`src/rtl/core/step_sequencer_midi_gate_core_assert.svh`:
```
`ifndef STEP_SEQUENCER_MIDI_GATE_CORE_ASSERT_SVH
`define STEP_SEQUENCER_MIDI_GATE_CORE_ASSERT_SVH

// Same-cycle implication, checked at every rising clock edge outside reset.
`define SSMG_ASSERT_IMP(label, clk, rst, ante, cons, msg) \
   label: assert property (@(posedge clk) disable iff (rst) (ante) |-> (cons)) \
      else $error(msg);

// Next-cycle implication, checked at every rising clock edge outside reset.
`define SSMG_ASSERT_NEXT(label, clk, rst, ante, cons, msg) \
   label: assert property (@(posedge clk) disable iff (rst) (ante) |=> (cons)) \
      else $error(msg);

`endif

```
`src/rtl/core/ssmg_pkg.sv`:
```
package ssmg_pkg;

   localparam int STEP_COUNT  = 8;
   localparam int STEP_W      = $clog2(STEP_COUNT);
   localparam int MAX_RESULTS = 2;
   localparam int FIFO_DEPTH  = 8;
   localparam int FIFO_AW     = $clog2(FIFO_DEPTH);

   localparam logic [17:0] GATE_MAX      = 18'h3FFFF;
   localparam logic [7:0]  STATUS_OFF    = 8'h80;
   localparam logic [7:0]  STATUS_ON     = 8'h90;
   localparam logic [6:0]  NOTE_TOP      = 7'd127;
   localparam logic [6:0]  ROOT_RESET    = 7'd48;
   localparam logic [17:0] SPB_RESET     = 18'd24000;
   localparam logic [6:0]  VEL_RESET     = 7'd101;
   localparam logic [8:0]  GATE_RESET    = 9'd128;
   localparam logic [3:0]  PITCH_IDX_TOP = 4'd10;

   typedef enum logic [1:0] {
      CMD_TICK   = 2'd0,
      CMD_PLAY   = 2'd1,
      CMD_TOGGLE = 2'd2,
      CMD_WRITE  = 2'd3
   } cmd_type;

   typedef enum logic {
      CSR_ROOT_NOTE = 1'b0,
      CSR_SPB       = 1'b1
   } csr_index_type;

   typedef struct packed {
      cmd_type     command;
      logic        beat;
      logic [2:0]  step_index;
      logic [12:0] pitch;
      logic [6:0]  velocity;
      logic [8:0]  gate_fraction;
   } item_type;

   typedef struct packed {
      logic       midi_valid;
      logic [7:0] midi_status;
      logic [6:0] midi_note;
      logic [6:0] midi_velocity;
      logic       gate_open;
      logic [2:0] step_now;
      logic       is_playing;
      logic       last;
   } result_type;

   typedef struct packed {
      logic       two;
      result_type first;
      result_type second;
   } emit_type;

   function automatic logic [4:0] pent_offset(input logic [3:0] idx);
      logic [4:0] off;
      case (idx)
         4'd0:    off = 5'd0;
         4'd1:    off = 5'd2;
         4'd2:    off = 5'd4;
         4'd3:    off = 5'd7;
         4'd4:    off = 5'd9;
         4'd5:    off = 5'd12;
         4'd6:    off = 5'd14;
         4'd7:    off = 5'd16;
         4'd8:    off = 5'd19;
         4'd9:    off = 5'd21;
         default: off = 5'd24;
      endcase
      return off;
   endfunction

endpackage

```
`src/rtl/core/ssmg_engine.sv`:
```
module ssmg_engine (
   input  logic              clock,
   input  logic              reset,
   input  logic              item_valid,
   input  ssmg_pkg::item_type item,
   input  logic              csr_we,
   input  logic              csr_index,
   input  logic [17:0]       csr_wdata,
   output ssmg_pkg::emit_type emit
);
   import ssmg_pkg::*;

   logic [6:0]        root_ff;
   logic [17:0]       spb_ff;
   logic [12:0]       pitch_ff [STEP_COUNT];
   logic [6:0]        vel_ff   [STEP_COUNT];
   logic [8:0]        gate_ff  [STEP_COUNT];
   logic [STEP_COUNT-1:0] active_ff;

   logic [STEP_W-1:0] pos_ff, pos_in;
   logic              run_ff, run_in;
   logic              gflag_ff, gflag_in;
   logic [17:0]       gcount_ff, gcount_in;
   logic [17:0]       glen_ff, glen_in;
   logic [6:0]        prev_ff, prev_in;

   logic              idx_ok;
   logic [STEP_W-1:0] idx_sel;
   logic [STEP_W-1:0] pos_wrap;
   logic [STEP_W-1:0] trig_step;
   logic [16:0]       pitch_prod;
   logic [3:0]        pitch_idx;
   logic [7:0]        note_sum;
   logic [6:0]        trig_note;
   logic [26:0]       gate_prod;
   logic [18:0]       gate_shift;
   logic [17:0]       gate_len;
   logic              do_trig;
   logic              off_en;
   logic              on_en;
   result_type        off_msg;
   result_type        on_msg;
   result_type        idle_msg;

   assign idx_ok    = 32'(item.step_index) < STEP_COUNT;
   assign idx_sel   = STEP_W'(item.step_index);
   assign pos_wrap  = (pos_ff == STEP_W'(STEP_COUNT - 1)) ? '0 : pos_ff + STEP_W'(1);
   assign trig_step = (item.command == CMD_TICK) ? pos_wrap : '0;

   assign pitch_prod = 17'(pitch_ff[trig_step]) * 17'd10;
   assign pitch_idx  = (pitch_prod[16:12] > 5'(PITCH_IDX_TOP)) ? PITCH_IDX_TOP
                                                             : pitch_prod[15:12];
   assign note_sum   = 8'(root_ff) + 8'(pent_offset(pitch_idx));
   assign trig_note  = (note_sum > 8'(NOTE_TOP)) ? NOTE_TOP : note_sum[6:0];

   assign gate_prod  = 27'(spb_ff) * 27'(gate_ff[trig_step]);
   assign gate_shift = gate_prod[26:8];
   assign gate_len   = (gate_shift > 19'(GATE_MAX)) ? GATE_MAX : gate_shift[17:0];

   always_ff @(posedge clock) begin
      if (reset) begin
         root_ff <= ROOT_RESET;
         spb_ff  <= SPB_RESET;
      end else if (csr_we) begin
         case (csr_index_type'(csr_index))
            CSR_ROOT_NOTE: root_ff <= csr_wdata[6:0];
            CSR_SPB:       spb_ff  <= csr_wdata;
            default:       root_ff <= root_ff;
         endcase
      end
   end

   always_ff @(posedge clock) begin
      if (reset) begin
         for (int i = 0; i < STEP_COUNT; i++) begin
            pitch_ff[i] <= 13'((i * 4096) / (STEP_COUNT - 1));
            vel_ff[i]   <= VEL_RESET;
            gate_ff[i]  <= GATE_RESET;
         end
         active_ff <= '1;
      end else if (item_valid && idx_ok) begin
         if (item.command == CMD_TOGGLE) begin
            active_ff[idx_sel] <= ~active_ff[idx_sel];
         end else if (item.command == CMD_WRITE) begin
            pitch_ff[idx_sel] <= item.pitch;
            vel_ff[idx_sel]   <= item.velocity;
            gate_ff[idx_sel]  <= item.gate_fraction;
         end
      end
   end

   always_ff @(posedge clock) begin
      if (reset) begin
         pos_ff    <= '0;
         run_ff    <= 1'b0;
         gflag_ff  <= 1'b0;
         gcount_ff <= '0;
         glen_ff   <= '0;
         prev_ff   <= '0;
      end else begin
         pos_ff    <= pos_in;
         run_ff    <= run_in;
         gflag_ff  <= gflag_in;
         gcount_ff <= gcount_in;
         glen_ff   <= glen_in;
         prev_ff   <= prev_in;
      end
   end

   always_comb begin
      pos_in    = pos_ff;
      run_in    = run_ff;
      gflag_in  = gflag_ff;
      gcount_in = gcount_ff;
      glen_in   = glen_ff;
      prev_in   = prev_ff;
      do_trig   = 1'b0;
      off_en    = 1'b0;
      on_en     = 1'b0;

      if (item_valid) begin
         case (item.command)
            CMD_TICK: begin
               if (run_ff && item.beat) begin
                  pos_in  = pos_wrap;
                  do_trig = 1'b1;
               end
            end
            CMD_PLAY: begin
               run_in = ~run_ff;
               if (!run_ff) begin
                  pos_in  = '0;
                  do_trig = 1'b1;
               end else if (prev_ff != '0) begin
                  off_en  = 1'b1;
                  prev_in = '0;
               end
            end
            default: begin
               pos_in = pos_ff;
            end
         endcase
      end

      if (do_trig && active_ff[trig_step]) begin
         glen_in   = gate_len;
         gcount_in = '0;
         gflag_in  = 1'b1;
         off_en    = (prev_ff != '0);
         on_en     = 1'b1;
         prev_in   = trig_note;
      end

      if (item_valid && item.command == CMD_TICK && gflag_in) begin
         if (gcount_in != GATE_MAX) begin
            gcount_in = gcount_in + 18'd1;
         end
         if (gcount_in >= glen_in) begin
            gflag_in = 1'b0;
         end
      end

      idle_msg = '0;
      idle_msg.gate_open  = gflag_in;
      idle_msg.step_now   = 3'(pos_in);
      idle_msg.is_playing = run_in;

      off_msg = idle_msg;
      off_msg.midi_valid  = 1'b1;
      off_msg.midi_status = STATUS_OFF;
      off_msg.midi_note   = prev_ff;

      on_msg = idle_msg;
      on_msg.midi_valid    = 1'b1;
      on_msg.midi_status   = STATUS_ON;
      on_msg.midi_note     = trig_note;
      on_msg.midi_velocity = vel_ff[trig_step];
      on_msg.last          = 1'b1;

      emit.two    = off_en && on_en;
      emit.second = on_msg;
      if (off_en) begin
         emit.first = off_msg;
      end else if (on_en) begin
         emit.first = on_msg;
      end else begin
         emit.first = idle_msg;
      end
      emit.first.last = ~emit.two;
   end

endmodule

```
`src/rtl/core/step_sequencer_midi_gate_core.sv`:
```
// Channel  Dir  Ports                        Contents
// req      in   req_tvalid/tready/tdata/tuser  one command item
// rsp      out  rsp_tvalid/tready/tdata/tuser/tlast  one or two result items per command
// csr      in   csr_we/csr_index/csr_wdata     root note and samples per beat
//
// An accepted item is held in the input register and then decoded by the engine,
// which writes its one or two results into an eight-entry result queue.
// A new item is taken every cycle as long as the queue has room for the worst case of
// the in-register item plus the new one; a result leaves each cycle rsp_tready is high.
// Reset is synchronous, holds req_tready low and loads the default pattern and registers.
// A stalled result side fills the queue and then drops req_tready.
module step_sequencer_midi_gate_core (
   input  logic        clock,
   input  logic        reset,
   input  logic        req_tvalid,
   output logic        req_tready,
   input  logic [39:0] req_tdata,  // beat, step_index, pitch, velocity, gate_fraction
   input  logic [1:0]  req_tuser,  // command
   output logic        rsp_tvalid,
   input  logic        rsp_tready,
   output logic [31:0] rsp_tdata,  // midi_status, midi_note, midi_velocity, gate_open,
                                   // step_now, is_playing
   output logic        rsp_tuser,  // midi_valid
   output logic        rsp_tlast,
   input  logic        csr_we,
   input  logic        csr_index,
   input  logic [17:0] csr_wdata
);
   import ssmg_pkg::*;

   `include "step_sequencer_midi_gate_core_assert.svh"

   logic                 in_valid_ff, in_valid_in;
   item_type             in_ff, in_in;
   emit_type             emit;
   result_type           fifo_ff [FIFO_DEPTH];
   logic [FIFO_AW-1:0]   head_ff, head_in;
   logic [FIFO_AW-1:0]   tail_ff, tail_in;
   logic [FIFO_AW:0]     count_ff, count_in;
   logic [FIFO_AW+1:0]   need;
   logic                 req_fire;
   logic                 rsp_fire;
   logic [FIFO_AW:0]     push_n;
   result_type           head_item;

   assign need       = (FIFO_AW + 2)'(count_ff)
                     + (in_valid_ff ? (FIFO_AW + 2)'(2 * MAX_RESULTS)
                                    : (FIFO_AW + 2)'(MAX_RESULTS));
   assign req_tready = !reset && (need <= (FIFO_AW + 2)'(FIFO_DEPTH));
   assign req_fire   = req_tvalid && req_tready;
   assign rsp_tvalid = count_ff != '0;
   assign rsp_fire   = rsp_tvalid && rsp_tready;

   assign in_valid_in = req_fire;
   always_comb begin
      in_in.command       = cmd_type'(req_tuser);
      in_in.beat          = req_tdata[0];
      in_in.step_index    = req_tdata[3:1];
      in_in.pitch         = req_tdata[16:4];
      in_in.velocity      = req_tdata[23:17];
      in_in.gate_fraction = req_tdata[32:24];
   end

   always_ff @(posedge clock) begin
      if (reset) begin
         in_valid_ff <= 1'b0;
      end else begin
         in_valid_ff <= in_valid_in;
      end
   end

   always_ff @(posedge clock) begin
      if (req_fire) begin
         in_ff <= in_in;
      end
   end

   ssmg_engine u_engine (
      .clock      (clock),
      .reset      (reset),
      .item_valid (in_valid_ff),
      .item       (in_ff),
      .csr_we     (csr_we),
      .csr_index  (csr_index),
      .csr_wdata  (csr_wdata),
      .emit       (emit)
   );

   always_comb begin
      push_n   = in_valid_ff ? (emit.two ? (FIFO_AW + 1)'(2) : (FIFO_AW + 1)'(1)) : '0;
      tail_in  = tail_ff + FIFO_AW'(push_n);
      head_in  = rsp_fire ? head_ff + FIFO_AW'(1) : head_ff;
      count_in = count_ff + push_n - (rsp_fire ? (FIFO_AW + 1)'(1) : '0);
   end

   always_ff @(posedge clock) begin
      if (reset) begin
         head_ff  <= '0;
         tail_ff  <= '0;
         count_ff <= '0;
      end else begin
         head_ff  <= head_in;
         tail_ff  <= tail_in;
         count_ff <= count_in;
      end
   end

   always_ff @(posedge clock) begin
      if (in_valid_ff) begin
         fifo_ff[tail_ff] <= emit.first;
         if (emit.two) begin
            fifo_ff[tail_ff + FIFO_AW'(1)] <= emit.second;
         end
      end
   end

   assign head_item = fifo_ff[head_ff];
   assign rsp_tuser = head_item.midi_valid;
   assign rsp_tlast = head_item.last;
   assign rsp_tdata = {5'b0, head_item.is_playing, head_item.step_now, head_item.gate_open,
                       head_item.midi_velocity, head_item.midi_note, head_item.midi_status};

   `SSMG_ASSERT_IMP(a_queue_bound, clock, reset, 1'b1,
      count_ff <= (FIFO_AW + 1)'(FIFO_DEPTH), "result queue overflow")
   `SSMG_ASSERT_IMP(a_pair_last, clock, reset, in_valid_ff && emit.two,
      !emit.first.last && emit.second.last && emit.first.midi_status == STATUS_OFF,
      "note pair out of order")
   `SSMG_ASSERT_NEXT(a_stage_load, clock, reset, req_fire, in_valid_ff,
      "accepted item not staged")
   `SSMG_ASSERT_NEXT(a_stall_hold, clock, reset, rsp_tvalid && !rsp_tready,
      count_ff >= $past(count_ff), "queue lost an item while stalled")

endmodule

```
`config.mk`:
```
export PLATFORM = sky130hd
export DESIGN_NAME = step_sequencer_midi_gate_core
export DESIGN_NICKNAME = d
export VERILOG_FILES = /design/src/rtl/core/ssmg_pkg.sv /design/src/rtl/core/ssmg_engine.sv /design/src/rtl/core/step_sequencer_midi_gate_core.sv
export VERILOG_INCLUDE_DIRS = /design/src /design/src/rtl/core
export SDC_FILE = /design/constraint.sdc
export NUM_CORES = 1
export LEC_CHECK = 0
export ABC_AREA = 0
export ABC_CLOCK_PERIOD_IN_PS = 8700
export BUFFER_PORTS_ARGS = -buffer_cell sky130_fd_sc_hd__buf_2
export CAP_MARGIN = 10
export CORE_ASPECT_RATIO = 0.6
export CORE_MARGIN = 2
export CORE_UTILIZATION = 41
export DETAILED_ROUTE_END_ITERATION = 8
export MAX_ROUTING_LAYER = met4
export PLACE_DENSITY = 0.6
export SLEW_MARGIN = 20
export SYNTH_ARGS = -nofsm -noshare
export SYNTH_HDL_FRONTEND = slang
export SYNTH_HIERARCHICAL = 1
export SYNTH_SLANG_ARGS = --single-unit
```
`constraint.sdc`:
```
create_clock -name clock -period 8.7 [get_ports clock]
set_clock_uncertainty 0.05 [all_clocks]
set_input_delay 1.74 -clock clock [delete_from_list [all_inputs] [get_ports clock]]
set_output_delay 1.74 -clock clock [all_outputs]
set_load 0.02 [all_outputs]
```
# Word level (Yosys, flattened, before mapping)
# Memory sizes are Yosys's and may differ from the RTL's. A register that Yosys moved wholly into a read port is not among the register bits.
# Cells that the tools add are included.
# word_totals
register_bits	127
n_memories	5
ram_bits	464
in_bits	66
mem_bits_ro	80
latch_bits	0
elab_cells	146
# classes
div	0
bitwise	4
n_lt_le_gt_ge	8
n_reduce_logical	24
n_eq_ne	5
addsub	9
n_mul	2
muxes	70
shift	0
# memory_table
memory	words	word_bits	rd	rd_clocked_by_memory_dff	wr	line	text
fifo_ff	8	29	1	1	2	step_sequencer_midi_gate_core.sv:36	result_type fifo_ff [FIFO_DEPTH];
u_engine.pitch_ff	8	13	1	0	8	ssmg_engine.sv:15	logic [12:0] pitch_ff [STEP_COUNT];
(name not given)	16	5	1	0	0	ssmg_pkg.sv:59	case (idx)
u_engine.gate_ff	8	9	1	0	8	ssmg_engine.sv:17	logic [8:0] gate_ff [STEP_COUNT];
u_engine.vel_ff	8	7	1	0	8	ssmg_engine.sv:16	logic [6:0] vel_ff [STEP_COUNT];
# ops
operator	count
2-to-1 mux 18 bit	6
2-to-1 mux 29 bit	2
2-to-1 mux 7 bit	7
2-to-1 mux 1 bit	33
2-to-1 mux 3 bit	11
multiplier 18 x 9 -> 27 bit	1
> comparator 19 x 18 -> 1 bit, second input constant	1
adder 18 x 1 -> 18 bit, second input constant	1
greater-or-equal comparator 18 bit	1
inequality test 18 bit, second input constant	1
multiplier 13 x 3 -> 16 bit, second input constant	1
2-to-1 mux 13 bit	1
OR reduction 13 bit	1
adder 3 x 1 -> 3 bit, second input constant	3
logical AND 1 bit	9
2-to-1 mux 9 bit	1
OR reduction 9 bit	1
adder 7 x 5 -> 8 bit	1
bitwise mux 8 bit	1
> comparator 8 x 7 -> 1 bit, second input constant	1
less-than comparator 3 x 4 -> 1 bit, second input constant	2
nonzero test 2 bit	4
nonzero test 7 bit	1
OR reduction 7 bit	1
other kinds (22)	30

# Longest topological paths before layout
# depth
ltp_word	15
depth_mapped	40

# By module
# Netlist, hierarchy kept.
# modules_own_cells
module	area_per_inst_um2	instances	seq_area_each_um2	cells_per_inst
ssmg_engine	20933.8	1	8588.2	2055
step_sequencer_midi_gate_core	13399.1	1	8298.0	736

# Worst setup path before layout
# Ideal clock, no wire load.
# synth_timing
kind	reg2reg
start	reg u_engine.pos_ff[0]
end	mem fifo_ff[1][5] in the netlist's numbering, data pin
n_path_buf	7
period_less_slack_ns	9.234
slack_ns	-0.534
arrival_ns	9.055
required_ns	8.521
stages_incl_launch_ff	40
cell_sequence	dfxtp_1 > ha_1 > ha_1 > buf_2 > nor3b_1 > clkbuf_1 > clkbuf_1 > a221oi_1 > o31ai_1 > clkbuf_1 > nand2_1 > fa_1 > inv_1 > fa_1 > fa_1 > inv_1 > fa_1 > inv_1 > (+4 left out) > a21o_1 > o21bai_1 > and4_1 > a21o_1 > and4_1 > buf_2 > nand2_1 > o21ai_0 > ha_1 > a21o_1 > a21o_1 > a21oi_1 > nor2b_1 > o21ai_0 > a311o_1 > a21oi_1 > buf_4 > mux2_2
# synth_rtl
item	line	text
start: declaration	ssmg_engine.sv:20	logic [STEP_W-1:0] pos_ff, pos_in;
start signal: assignment	ssmg_engine.sv:101	pos_ff <= pos_in;
end: declaration	step_sequencer_midi_gate_core.sv:36	

==> out/metrics.yaml <==
logic_synthesis:
  syn_inst: 2791
  synth_top_area_cell: "edfxtp_1"
  ys.flop_type: "edfxtp_1"
  yosysMostFrequentCell: "edfxtp_1"
  synthAdderAreaFrac_pct: 10.6
  synth.distinct_cells: 82
  synthSimpleGateAreaFrac_pct: 12.9
  syn-mean-instance-area_um2: 12.3
  synth_compound_area_share_pct: 7.21
  async_flop_share_pct: 0
  yosysTopAreaCellShare_pct: 43.6
  synth-edff-count: 499
  ys_ff_latch: 594
  yosysSeqAreaShare_pct: 49.2
  netlist_area_um2: 34300
  synth_top_cells_by_count: "499 x edfxtp_1, 261 x and2_1, 259 x mux2_2, 206 x nand2_1, 167 x inv_1"
  synth_xor_xnor_area_share_pct: 1.33
  muxShareOfSynthArea_pct: 14.2
  yosysWarnings: 6
  synthTopCellsByArea: "edfxtp_1 44%, mux2_2 8.5%, fa_1 6.8%, dfxtp_1 5.5%, mux4_2 5.4%"
  synth_top_family_by_area: "multiplexers"
global_routing:
  track_usage_pct: 22.2
  grt_pass1_vias: 24000
  grt_overflow: 0
  grt_max_degree: 94
  grt_pass1_wl_mm: 143
  antenna_found_initial: 0
timing:
  maxSlewHeadroom_pct: 22.8
  setup_viol: 0
  worst_pin_slew_ns: 1.16
  period_share_pct: 98.0
  setup_ws_ns: 0.175
  final_max_slew_viol_count: 0
  fmax_ghz: 0.117
  hold_viol: 0
  whs_ns: 0.442
  period_minus_slack_ns: 8.52
  finalSetupTns_ns: 0
critical_path:
  path_max_fanout: 6
  arrival_ns: 8.85
  crit_path_end_kind: "flip-flop"
  crit_buf_inv: 7
  crit_required_ns: 9.03
  start_kind: "flip-flop"
  cpMostUsedCell: "fa_1"
  cpMaxStageDelayCell: "fa_1"
  criticalPathCategory: "flip-flop to flip-flop"
  cpPeakStageDelay_ns: 0.55
  path_delay_family: "adder cells"
placed_design:
  dp_worst_setup_slack_ns: -0.306
  hpwl_mm: 57.9
  place.gp.congestion: 0.895
  port_buffers: 89
clocking:
  cts_made_buffers: 59
  clk-insertion-delay-late_ns: 0.64
  h-tree-depth: 2
  max-clock-path-buffers: 3
  path_clk_slew_ns: 0.06
  cts_sinks: 594
  cts_root_buf: "clkbuf_16"
  cts_tree: "done"
  hold_buffers: 0
final_layout:
  register_area_um2: 16900
  drive_gt1_share_pct: 31.4
  syn_to_final_growth_pct: 18.5
  diodes: 0
  multi_input_area_um2: 17400
  layout.nets: 3288
  num-fill-cells: 7187
min_path:
  hold_class: "flip-flop to flip-flop"
flow_run:
  cap_violations: 0
route:
  via_per_inst: 5.63
  ant_nets: 0
  drt_iter0_drc: 2357
  vias: 23500
  drcViolationCount: 0
  finalWirelength_mm: 94.5
  wl_per_cell_um: 22.6
  dr.pass1.iters: 6
floorplanning:
  die_area_um2: 86100
  core_area_um2: 83200
  initial_utilization_pct: 41.3
  die_w_um: 378
  io_pins: 102
  fp.dieH_um: 228
  rows: 82
pwr:
  powerDensity_nw_per_um2: 226
  ir_drop_uv: 243
  p_leak_nw: 15.1
outcome:
  status: "finished, final reports clean"
==> layout make-up <==
type | count | area share, %
clock inverter | 36 | 0.581
timing repair buffer | 322 | 6.21
multi-input combinational | 1857 | 42.9
tap | 1134 | 3.49
inverter | 167 | 1.54
sequential | 594 | 41.5
clock buffer | 72 | 3.77
==> worst min-delay path, cell delays in order, from the launching register on <==
cell,delay (ns)
dfxtp_1,0.30
o21ai_0,0.06
a21oi_1,0.08
==> kinds of logic after synthesis <==
logic type | after synthesis
DFF | 594
xor gates and xnor gates | 52
and+or+nand+nor | 841
muxes | 352
buffers and inverters | 364
other | 3
AOI/OAI and AO/OA | 364
adders and majority gates | 221
==> report_power, final <==
group	internal, mW	leakage [nW]	total (mW)	switching, mW
sequential	3.21	5.28	3.33	0.117
combinational	1.60	8.96	3.46	1.86
clock	1.31	0.865	2.42	1.11
==> sequential cells by signal (all words and copies together), names as in the netlist, 3 cells and up, named ones only <==
signal              count
u_engine/vel_ff        56
u_engine/root_ff        7
u_engine/active_ff      8
u_engine/prev_ff        7
u_engine/gcount_ff     18
head_ff                 3
tail_ff                 3
u_engine/pitch_ff     104
u_engine/pos_ff         3
count_ff                4
in_ff                  35
u_engine/gate_ff       72
u_engine/spb_ff        18
fifo_ff               232
u_engine/glen_ff       18
==> layer usage <==
| metal | vias to the layer above | global-route usage (%) | part of all wire (%) | wire length, um |
|---|---|---|---|---|
| met5 | - | - | 0 | 0 |
| met4 | 0 | 4.95 | 2.1 | 1980 |
| met3 | 144 | 3.27 | 7.7 | 7310 |
| met2 | 865 | 33.0 | 44 | 42000 |
| met1 | 12000 | 32.1 | 46 | 43200 |
| li1 | 10500 | - | - | - |
==> cells in the final DEF, fill, tap and decap left out, types with 86 or more instances in the layout <==
master	count
and2_1	252
buf_2	90
buf_4	188
dfxtp_1	91
edfxtp_1	499
fa_1	113
ha_1	86
inv_1	157
mux2_2	256
nand2_1	192
nor2_1	116
or3_1	89
==> final timing paths <==
kind | start | to | slack (ns) | depth (start not counted)
worst max-delay path | u_engine/pos_ff[0] | fifo_ff[6][5] | 0.18 | 33
worst min-delay path | head_ff[2] | flip-flop | 0.44 | 2
worst max register to register | u_engine/pos_ff[0] | fifo_ff[6][5] | 0.18 | 33
worst min register to register | head_ff[2] | flip-flop | 0.44 | 2
==> what timing repair did <==
item | 4_1_cts | 5_1_grt
resized for setup | 102 | 128
gates cloned | 7 | 3
setup endpoints to repair | 33 | 65
pin swaps | 31 | 126
buffers inserted | 27 | 41
==> per-stage QoR <==
step | area (um2) | power (mW) | util (%) | std cells
after floorplan | 34400 | 5.20 | - | 2809
after global placement | 37100 | 6.18 | 44.6 | 4005
after detailed placement | 37100 | 6.24 | 44.6 | 4005
after CTS | 39800 | 8.97 | 47.8 | 4147
after global routing | 40700 | 9.73 | 48.9 | 4182
final | 40700 | 9.21 | 48.9 | 4182
Note: power is estimated with default switching activity, not from simulation.
